--- src/hdl/prime_factorizer_top_defines.svh ---
// Assertion macros for the prime factorizer RTL.
// Used by the datapath; needs no other file.
`ifndef PRIME_FACTORIZER_TOP_DEFINES_SVH
`define PRIME_FACTORIZER_TOP_DEFINES_SVH
`ifndef SYNTHESIS
`define PF_ASSERT(lbl, expr, msg) \
    lbl: assert property (@(posedge i_clk) disable iff (!i_rst_n) (expr)) else $error(msg);
`define PF_ASSERT_IMP(lbl, ante, cons, msg) \
    lbl: assert property (@(posedge i_clk) disable iff (!i_rst_n) (ante) |-> (cons)) \
        else $error(msg);
`else
`define PF_ASSERT(lbl, expr, msg)
`define PF_ASSERT_IMP(lbl, ante, cons, msg)
`endif
`endif

--- src/hdl/pfact_pkg.sv ---
// Package for the prime factorizer: widths, constants, controller states and
// the command and status structs between controller and datapath. No dependencies.
`timescale 1ns / 1ps
`default_nettype none
package pfact_pkg;
    localparam int VALUE_BITS = 16;
    localparam int IN_BITS    = 16;
    localparam int PRIME_BITS = 16;
    localparam int MULT_BITS  = 4;
    localparam int D_BITS     = VALUE_BITS / 2 + 1;
    localparam int DSQ_BITS   = 2 * D_BITS;
    localparam int CNT_BITS   = $clog2(VALUE_BITS);

    localparam logic [MULT_BITS-1:0]  MULT_MAX  = MULT_BITS'(15);
    localparam logic [PRIME_BITS-1:0] PRIME_TWO = PRIME_BITS'(2);
    localparam logic [D_BITS-1:0]     FIRST_DIV = D_BITS'(3);

    typedef enum logic [3:0] {
        ST_IDLE,
        ST_HALVE,
        ST_EMIT_TWO,
        ST_TEST,
        ST_DLOAD,
        ST_DIV,
        ST_CHECK,
        ST_EMIT_D,
        ST_FINAL,
        ST_EMIT_INV
    } t_state;

    typedef enum logic [1:0] {
        EMIT_SEL_TWO,
        EMIT_SEL_DIV,
        EMIT_SEL_REM,
        EMIT_SEL_INV
    } t_emit_sel;

    typedef struct packed {
        logic      load;
        logic      halve;
        logic      step_d;
        logic      div_load;
        logic      div_step;
        logic      div_take;
        logic      emit;
        t_emit_sel emit_sel;
    } t_dp_cmd;

    typedef struct packed {
        logic in_lt2;
        logic rem_even;
        logic mult_nz;
        logic dsq_le_rem;
        logic div_done;
        logic div_zero;
        logic rem_gt2;
        logic out_free;
    } t_dp_sts;
endpackage
`default_nettype wire

--- src/hdl/pfact_datapath.sv ---
// Datapath of the prime factorizer: remainder, trial divisor and its square,
// a bit-serial restoring divider and the output register. Uses pfact_pkg.
`timescale 1ns / 1ps
`default_nettype none
`include "prime_factorizer_top_defines.svh"
module pfact_datapath import pfact_pkg::*; (
    input  wire logic                  i_clk,
    input  wire logic                  i_rst_n,
    input  wire t_dp_cmd               i_cmd,
    output t_dp_sts                    o_sts,
    input  wire logic [IN_BITS-1:0]    i_value,
    input  wire logic                  i_out_ready,
    output logic                       o_out_valid,
    output logic [PRIME_BITS-1:0]      o_prime_factor,
    output logic [MULT_BITS-1:0]       o_multiplicity,
    output logic                       o_last,
    output logic                       o_invalid
);
    logic [VALUE_BITS-1:0] r_rem, n_rem;
    logic [MULT_BITS-1:0]  r_mult, n_mult, mult_inc;
    logic [D_BITS-1:0]     r_d, n_d;
    logic [DSQ_BITS-1:0]   r_dsq, n_dsq;
    logic [VALUE_BITS-1:0] r_quo, n_quo;
    logic [D_BITS-1:0]     r_part, n_part;
    logic [CNT_BITS-1:0]   r_cnt, n_cnt;
    logic                  r_out_valid, n_out_valid;
    logic [PRIME_BITS-1:0] r_prime, n_prime;
    logic [MULT_BITS-1:0]  r_omult, n_omult;
    logic                  r_last, n_last;
    logic                  r_inv, n_inv;
    logic [D_BITS:0]       trial;
    logic [D_BITS:0]       diff;
    logic                  fits;
    logic                  out_free;

    assign mult_inc = (r_mult == MULT_MAX) ? r_mult : r_mult + MULT_BITS'(1);
    assign trial    = {r_part, r_quo[VALUE_BITS-1]};
    assign diff     = trial - {1'b0, r_d};
    assign fits     = trial >= {1'b0, r_d};
    assign out_free = !r_out_valid || i_out_ready;

    always_comb begin
        n_rem  = r_rem;
        n_mult = r_mult;
        n_d    = r_d;
        n_dsq  = r_dsq;
        n_quo  = r_quo;
        n_part = r_part;
        n_cnt  = r_cnt;
        if (i_cmd.load) begin
            n_rem  = i_value[VALUE_BITS-1:0];
            n_mult = '0;
            n_d    = FIRST_DIV;
            n_dsq  = DSQ_BITS'(FIRST_DIV) * DSQ_BITS'(FIRST_DIV);
        end
        if (i_cmd.halve) begin
            n_rem  = r_rem >> 1;
            n_mult = mult_inc;
        end
        if (i_cmd.div_take) begin
            n_rem  = r_quo;
            n_mult = mult_inc;
        end
        if (i_cmd.emit) begin
            n_mult = '0;
        end
        if (i_cmd.step_d) begin
            n_d    = r_d + D_BITS'(2);
            n_dsq  = r_dsq + DSQ_BITS'({r_d, 2'b00}) + DSQ_BITS'(4);
            n_mult = '0;
        end
        if (i_cmd.div_load) begin
            n_quo  = r_rem;
            n_part = '0;
            n_cnt  = CNT_BITS'(VALUE_BITS - 1);
        end
        if (i_cmd.div_step) begin
            n_quo  = {r_quo[VALUE_BITS-2:0], fits};
            n_part = fits ? diff[D_BITS-1:0] : trial[D_BITS-1:0];
            n_cnt  = r_cnt - CNT_BITS'(1);
        end
    end

    always_comb begin
        n_out_valid = r_out_valid;
        n_prime     = r_prime;
        n_omult     = r_omult;
        n_last      = r_last;
        n_inv       = r_inv;
        if (i_out_ready) begin
            n_out_valid = 1'b0;
        end
        if (i_cmd.emit) begin
            n_out_valid = 1'b1;
            n_inv       = 1'b0;
            unique case (i_cmd.emit_sel)
                EMIT_SEL_TWO: begin
                    n_prime = PRIME_TWO;
                    n_omult = r_mult;
                    n_last  = (r_rem == VALUE_BITS'(1));
                end
                EMIT_SEL_DIV: begin
                    n_prime = PRIME_BITS'(r_d);
                    n_omult = r_mult;
                    n_last  = (r_rem == VALUE_BITS'(1));
                end
                EMIT_SEL_REM: begin
                    n_prime = PRIME_BITS'(r_rem);
                    n_omult = MULT_BITS'(1);
                    n_last  = 1'b1;
                end
                EMIT_SEL_INV: begin
                    n_prime = '0;
                    n_omult = '0;
                    n_last  = 1'b1;
                    n_inv   = 1'b1;
                end
                default: begin
                    n_prime = '0;
                    n_omult = '0;
                    n_last  = 1'b1;
                    n_inv   = 1'b1;
                end
            endcase
        end
    end

    always_ff @(posedge i_clk) begin
        if (!i_rst_n) begin
            r_out_valid <= 1'b0;
        end else begin
            r_out_valid <= n_out_valid;
        end
    end

    always_ff @(posedge i_clk) begin
        r_rem   <= n_rem;
        r_mult  <= n_mult;
        r_d     <= n_d;
        r_dsq   <= n_dsq;
        r_quo   <= n_quo;
        r_part  <= n_part;
        r_cnt   <= n_cnt;
        r_prime <= n_prime;
        r_omult <= n_omult;
        r_last  <= n_last;
        r_inv   <= n_inv;
    end

    always_comb begin
        o_sts.in_lt2     = (i_value[VALUE_BITS-1:0] < VALUE_BITS'(2));
        o_sts.rem_even   = !r_rem[0];
        o_sts.mult_nz    = (r_mult != '0);
        o_sts.dsq_le_rem = (r_dsq <= DSQ_BITS'(r_rem));
        o_sts.div_done   = (r_cnt == '0);
        o_sts.div_zero   = (r_part == '0);
        o_sts.rem_gt2    = (r_rem > VALUE_BITS'(2));
        o_sts.out_free   = out_free;
    end

    assign o_out_valid    = r_out_valid;
    assign o_prime_factor = r_prime;
    assign o_multiplicity = r_omult;
    assign o_last         = r_last;
    assign o_invalid      = r_inv;

    `PF_ASSERT_IMP(a_emit_no_overwrite, i_cmd.emit, out_free, "result overwritten while stalled")
    `PF_ASSERT_IMP(a_take_exact, i_cmd.div_take, r_part == '0, "quotient taken on nonzero remainder")
    `PF_ASSERT_IMP(a_div_odd, i_cmd.div_step, r_d[0] && r_d >= FIRST_DIV, "trial divisor not odd")
endmodule
`default_nettype wire

--- src/hdl/pfact_ctrl.sv ---
// Controller state machine of the prime factorizer. It sequences the datapath
// through halving, trial divisions and result emission. Uses pfact_pkg.
`timescale 1ns / 1ps
`default_nettype none
module pfact_ctrl import pfact_pkg::*; (
    input  wire logic    i_clk,
    input  wire logic    i_rst_n,
    input  wire logic    i_in_valid,
    output logic         o_in_ready,
    input  wire t_dp_sts i_sts,
    output t_dp_cmd      o_cmd
);
    t_state r_state, n_state;

    always_ff @(posedge i_clk) begin
        if (!i_rst_n) begin
            r_state <= ST_IDLE;
        end else begin
            r_state <= n_state;
        end
    end

    always_comb begin
        n_state = r_state;
        unique case (r_state)
            ST_IDLE: begin
                if (i_in_valid) begin
                    n_state = i_sts.in_lt2 ? ST_EMIT_INV : ST_HALVE;
                end
            end
            ST_HALVE: begin
                priority if (i_sts.rem_even) n_state = ST_HALVE;
                else if (i_sts.mult_nz)      n_state = ST_EMIT_TWO;
                else                         n_state = ST_TEST;
            end
            ST_EMIT_TWO: begin
                if (i_sts.out_free) n_state = ST_TEST;
            end
            ST_TEST: begin
                n_state = i_sts.dsq_le_rem ? ST_DLOAD : ST_FINAL;
            end
            ST_DLOAD: n_state = ST_DIV;
            ST_DIV: begin
                if (i_sts.div_done) n_state = ST_CHECK;
            end
            ST_CHECK: begin
                priority if (i_sts.div_zero) n_state = ST_DLOAD;
                else if (i_sts.mult_nz)      n_state = ST_EMIT_D;
                else                         n_state = ST_TEST;
            end
            ST_EMIT_D: begin
                if (i_sts.out_free) n_state = ST_TEST;
            end
            ST_FINAL: begin
                if (!i_sts.rem_gt2 || i_sts.out_free) n_state = ST_IDLE;
            end
            ST_EMIT_INV: begin
                if (i_sts.out_free) n_state = ST_IDLE;
            end
            default: n_state = ST_IDLE;
        endcase
    end

    always_comb begin
        o_cmd      = '0;
        o_cmd.emit_sel = EMIT_SEL_TWO;
        o_in_ready = 1'b0;
        unique case (r_state)
            ST_IDLE: begin
                o_in_ready = 1'b1;
                o_cmd.load = i_in_valid;
            end
            ST_HALVE: begin
                o_cmd.halve = i_sts.rem_even;
            end
            ST_EMIT_TWO: begin
                o_cmd.emit     = i_sts.out_free;
                o_cmd.emit_sel = EMIT_SEL_TWO;
            end
            ST_TEST: begin
            end
            ST_DLOAD: begin
                o_cmd.div_load = 1'b1;
            end
            ST_DIV: begin
                o_cmd.div_step = 1'b1;
            end
            ST_CHECK: begin
                o_cmd.div_take = i_sts.div_zero;
                o_cmd.step_d   = !i_sts.div_zero && !i_sts.mult_nz;
            end
            ST_EMIT_D: begin
                o_cmd.emit     = i_sts.out_free;
                o_cmd.step_d   = i_sts.out_free;
                o_cmd.emit_sel = EMIT_SEL_DIV;
            end
            ST_FINAL: begin
                o_cmd.emit     = i_sts.rem_gt2 && i_sts.out_free;
                o_cmd.emit_sel = EMIT_SEL_REM;
            end
            ST_EMIT_INV: begin
                o_cmd.emit     = i_sts.out_free;
                o_cmd.emit_sel = EMIT_SEL_INV;
            end
            default: begin
            end
        endcase
    end
endmodule
`default_nettype wire

--- src/hdl/prime_factorizer_top.sv ---
// Top level of the prime factorizer: joins the controller and the datapath.
// Uses pfact_pkg, pfact_ctrl and pfact_datapath.
//
// The input channel (i_in_valid, o_in_ready, i_value) takes one item, an
// unsigned integer. The output channel (o_out_valid, i_out_ready) delivers one
// item per distinct prime factor in ascending order, with its multiplicity;
// o_last marks the final item of an input. Inputs 0 and 1 give a single item
// with o_invalid and o_last set and zero prime and multiplicity.
// The block works on one input at a time and raises o_in_ready again when the
// controller returns to idle after the final item is loaded into the output
// register. Factors of two are removed first by repeated halving. Every odd
// trial divisor whose square does not exceed the remainder costs a test and a
// bit-serial division (load, 16 steps, check), and the division repeats each
// time the divisor divides. When the receiver stalls, the result waits in the
// output register and the controller holds before the next emission. Reset
// empties the output register and returns the controller to idle; the input in
// work is lost.
`timescale 1ns / 1ps
`default_nettype none
module prime_factorizer_top import pfact_pkg::*; (
    input  wire logic                  i_clk,
    input  wire logic                  i_rst_n,
    input  wire logic                  i_in_valid,
    output logic                       o_in_ready,
    input  wire logic [IN_BITS-1:0]    i_value,
    output logic                       o_out_valid,
    input  wire logic                  i_out_ready,
    output logic [PRIME_BITS-1:0]      o_prime_factor,
    output logic [MULT_BITS-1:0]       o_multiplicity,
    output logic                       o_last,
    output logic                       o_invalid
);
    t_dp_cmd cmd;
    t_dp_sts sts;

    pfact_ctrl u_ctrl (
        .i_clk      (i_clk),
        .i_rst_n    (i_rst_n),
        .i_in_valid (i_in_valid),
        .o_in_ready (o_in_ready),
        .i_sts      (sts),
        .o_cmd      (cmd)
    );

    pfact_datapath u_dp (
        .i_clk          (i_clk),
        .i_rst_n        (i_rst_n),
        .i_cmd          (cmd),
        .o_sts          (sts),
        .i_value        (i_value),
        .i_out_ready    (i_out_ready),
        .o_out_valid    (o_out_valid),
        .o_prime_factor (o_prime_factor),
        .o_multiplicity (o_multiplicity),
        .o_last         (o_last),
        .o_invalid      (o_invalid)
    );
endmodule
`default_nettype wire
--- config.mk ---
export PLATFORM = sky130hd
export DESIGN_NAME = prime_factorizer_top
export DESIGN_NICKNAME = d
export VERILOG_FILES = /design/src/hdl/pfact_pkg.sv /design/src/hdl/pfact_datapath.sv /design/src/hdl/pfact_ctrl.sv /design/src/hdl/prime_factorizer_top.sv
export VERILOG_INCLUDE_DIRS = /design/src /design/src/hdl
export SDC_FILE = /design/constraint.sdc
export NUM_CORES = 1
export LEC_CHECK = 0
export ABC_AREA = 1
export BUFFER_PORTS_ARGS = -buffer_cell sky130_fd_sc_hd__buf_4
export CAP_MARGIN = 20
export CORE_ASPECT_RATIO = 0.8
export CORE_MARGIN = 10
export CORE_UTILIZATION = 50
export DETAILED_ROUTE_END_ITERATION = 10
export GPL_ROUTABILITY_DRIVEN = 0
export HOLD_SLACK_MARGIN = 0.08
export PLACE_DENSITY = 0.79
export SYNTH_ARGS = -nofsm -noshare
export SYNTH_HDL_FRONTEND = slang
export SYNTH_SLANG_ARGS = --single-unit
--- constraint.sdc ---
create_clock -name i_clk -period 3.22 [get_ports i_clk]
set_input_delay 0.161 -clock i_clk [delete_from_list [all_inputs] [get_ports i_clk]]
set_output_delay 0.161 -clock i_clk [all_outputs]
set_load 0.01 [all_outputs]
==> results.sh <==
export IMPL_synth_nets=736
export IMPL_core_um2=11600
export IMPL_power_density_nw_per_um2=591
export IMPL_syn_area_um2=5920
export IMPL_cp_data_arrival_time_ns=2.65
export IMPL_area_growth_pct=14.1
export IMPL_setup_viol=0
export IMPL_fin_ws_ns=0.672
export IMPL_skew_ns=0.00879
export IMPL_pre_cts_ws_ns=0.741
export IMPL_io_buffers=43
export IMPL_p_leak_uw=0.00299
export IMPL_grt_pass1_wl_um=24200
export IMPL_synth_commonest_cells="142 x nand2_1, 96 x inv_1, 90 x edfxtp_1, 64 x nor2_1, 53 x o21ai_0"
export IMPL_synth_xor_area_share_pct=2.22
export IMPL_drt_iter0_markers=590
export IMPL_fillers=983
export IMPL_synthAdderAreaFrac_pct=9.55
export IMPL_ys_ff_latch=99
export IMPL_htreeDepth=3
export IMPL_die_x_um=142
export IMPL_hp_class="input port to register"
export IMPL_num_antenna_cells=0
export IMPL_grt_pass1_vias=4921
export IMPL_die_area_um2=16600
export IMPL_synthFlopType="edfxtp_1"
export IMPL_grt_max_degree=35
export IMPL_synth_area_top_cells="edfxtp_1 46%, nand2_1 9.0%, ha_1 8.9%"
export IMPL_grt_usage_pct=17.7
export IMPL_regArea_um2=2880
export IMPL_hold_viol_final=0
export IMPL_rsz0062_at_grt="no"
export IMPL_synth_edf_count=90
export IMPL_fin_nets=784
export IMPL_yosys_warnings=0
export IMPL_vias_per_cell=5.73
export IMPL_post_place_cells=856
export IMPL_synth_top_family_by_area="simple AND/OR/NAND/NOR gates"
export IMPL_fmax_mhz=392
export IMPL_crit_fanout=6
export IMPL_drv_slew=0
export IMPL_synthCells=672
export IMPL_muxShareOfSynthArea_pct=0
export IMPL_cts_root_buffer="clkbuf_16"
export IMPL_antenna_found_initial=0
export IMPL_crit_chain="ha_1, ha_1, a21oi_1, nand2_1, a21boi_0, o21ai_0, nand3_1, nand2_1, nor2_1, nor2_1"
export IMPL_tightest_slew_ns=0.764
export IMPL_utilization_pct=58.5
export IMPL_grt_overflow_total=0
export IMPL_cp_data_required_time_ns=3.32
export IMPL_outcome="finished, final reports clean"
export IMPL_clkSlewWorstSetupHoldPaths_ns=0.07
export IMPL_dp_hpwl_um=11200
export IMPL_syn_avg_cell_area_um2=8.82
export IMPL_fin_crit_ns=2.55
export IMPL_clk_latency_ns=0.35
export IMPL_fin_cells=873
export IMPL_ir_drop_v=0.000357
export IMPL_slowest_stage="edfxtp_1"
export IMPL_ys_seq_area_share_pct=48.7
export IMPL_crit_path_end_kind="register"
export IMPL_die_h_um=117
export IMPL_route_vias_total=4999
export IMPL_start_util_pct=51.2
export IMPL_post_dp_cell_area_um2=6420
export IMPL_synth_compound_area_share_pct=11.9
export IMPL_synth_async_reset_ratio_pct=0
export IMPL_route_detailed_drc=0
export IMPL_synth_top_area_cell="edfxtp_1"
export IMPL_cp_start_kind="register"
export IMPL_drive_gt1_share_pct=11.7
export IMPL_cp_slowest_stage_delay_ns=0.46
export IMPL_multi_input_area_um2=2600
export IMPL_num_rows=35
export IMPL_route_antenna_remaining_nets=0
export IMPL_cts_tree="yes"
export IMPL_crit_type="register to register"
export IMPL_cts_setup_buffers=0
export IMPL_clockBufferDepth=2
export IMPL_period_share_pct=79.1
export IMPL_cts_buffers=9
export IMPL_num_io_pins=44
export IMPL_drtPass1Iterations=5
export IMPL_synth_simple_area_share_pct=20.2
export IMPL_wirelength_um=14900
export IMPL_fin_area_um2=6760
export IMPL_max_cap_violations=0
export IMPL_cts_num_sinks=99
export IMPL_slew_headroom_pct=48.9
export IMPL_yosysUniqueCellTypes=41
export IMPL_tns_ns=0
export IMPL_synth_most_common_cell="nand2_1"
export IMPL_avgRoutedWirePerCell_um=17.1
export IMPL_synth_top_area_share_pct=45.6
where the power goes:
group | switching [uW] | internal [uW]
combinational | 693 | 373
clock | 516 | 697
sequential | 126 | 1590
total | 1330 | 2660
worst paths after layout:
path / end / cells past startpoint / slack, ns / startpoint
max: u_dp.r_dsq[12]$_SDFFCE_PN0P_ / 10 / 0.67 / u_dp.r_d[3]$_SDFFCE_PN0P_
max reg2reg: u_dp.r_dsq[12]$_SDFFCE_PN0P_ / 10 / 0.67 / u_dp.r_d[3]$_SDFFCE_PN0P_
min: u_ctrl.r_state[1]$_SDFFE_PN0P_ / 4 / 0.12 / i_out_ready
min reg2reg: u_ctrl.r_state[2]$_SDFFE_PN0P_ / 2 / 0.49 / u_ctrl.r_state[2]$_SDFFE_PN0P_
final cells by class:
type                       count  share of cell area [%]
sequential                    99                    42.6
multi-input combinational    459                    38.5
inverter                     101                    5.61
timing repair buffer          50                    5.59
clock buffer                   9                    3.33
tap                          148                    2.74
clock inverter                 7                    1.57
routing by layer:
layer,track usage (%),routed length [um],share of wire [%]
met5,0,0,0
met2,28.3,7010,47
met1,22.5,6320,42
met4,6.06,265,1.8
met3,4.64,1310,8.8
flip-flops by register name, indices dropped and copies added (netlist names):
signal and count:
u_ctrl.r_state 4, u_dp.o_invalid 1, u_dp.o_last 1, u_dp.o_multiplicity 4
u_dp.o_out_valid 1, u_dp.o_prime_factor 16, u_dp.r_cnt 4, u_dp.r_d 8
u_dp.r_dsq 15, u_dp.r_mult 4, u_dp.r_part 9, u_dp.r_quo 16
u_dp.r_rem 16
placed cells by master (no fill, tap or decap), types with 3 or more instances in the layout:
master     Yosys  layout
nand2_2        3       3
a21o_1         3       3
o21ai_0       53      53
buf_4          0      49
nor3_2         3       3
o22ai_1       10      10
nor2_2         2       3
nor2_1        64      63
edfxtp_1      90      90
dfxtp_1        9       9
ha_1          42      42
a21oi_1       36      36
clkbuf_16      0       9
nor3_1         7       7
inv_6          0       3
inv_2          4       4
o211ai_1      16      16
nand2_1      142     142
nor4_1         3       3
nand3_1       35      35
xnor2_1        6       6
xor2_1         9       9
inv_1         96      96
nand4_1        8       8
critical path, delay by kind of cell, from the launching register on:
family          cells  cell delay (ns)
simple gates        5             0.48
fa+ha+maj           2             0.71
compound gates      3             0.67
flops               1             0.46
logic make-up after synthesis:
family                   Yosys count
AO/OA/AOI/OAI                    125
XOR/XNOR                          15
adder cells (fa/ha/maj)           44
buffers and inverters            114
flip-flops                        99
AND/OR/NAND/NOR                  275
timing repair:
item	4_1_cts	5_1_grt
hold buffers	1	0
resized for setup	0	0
hold endpoints to repair	1	0
per-stage QoR:
step | total power, uW | hold slack [ns]
floorplan | 2450 | 0.286
global placement | 2710 | 0.394
detailed placement | 2780 | 0.397
CTS | 3990 | 0.117
global route | 4200 | 0.140
finish | 4000 | 0.124
(Power assumes the default switching activity.)
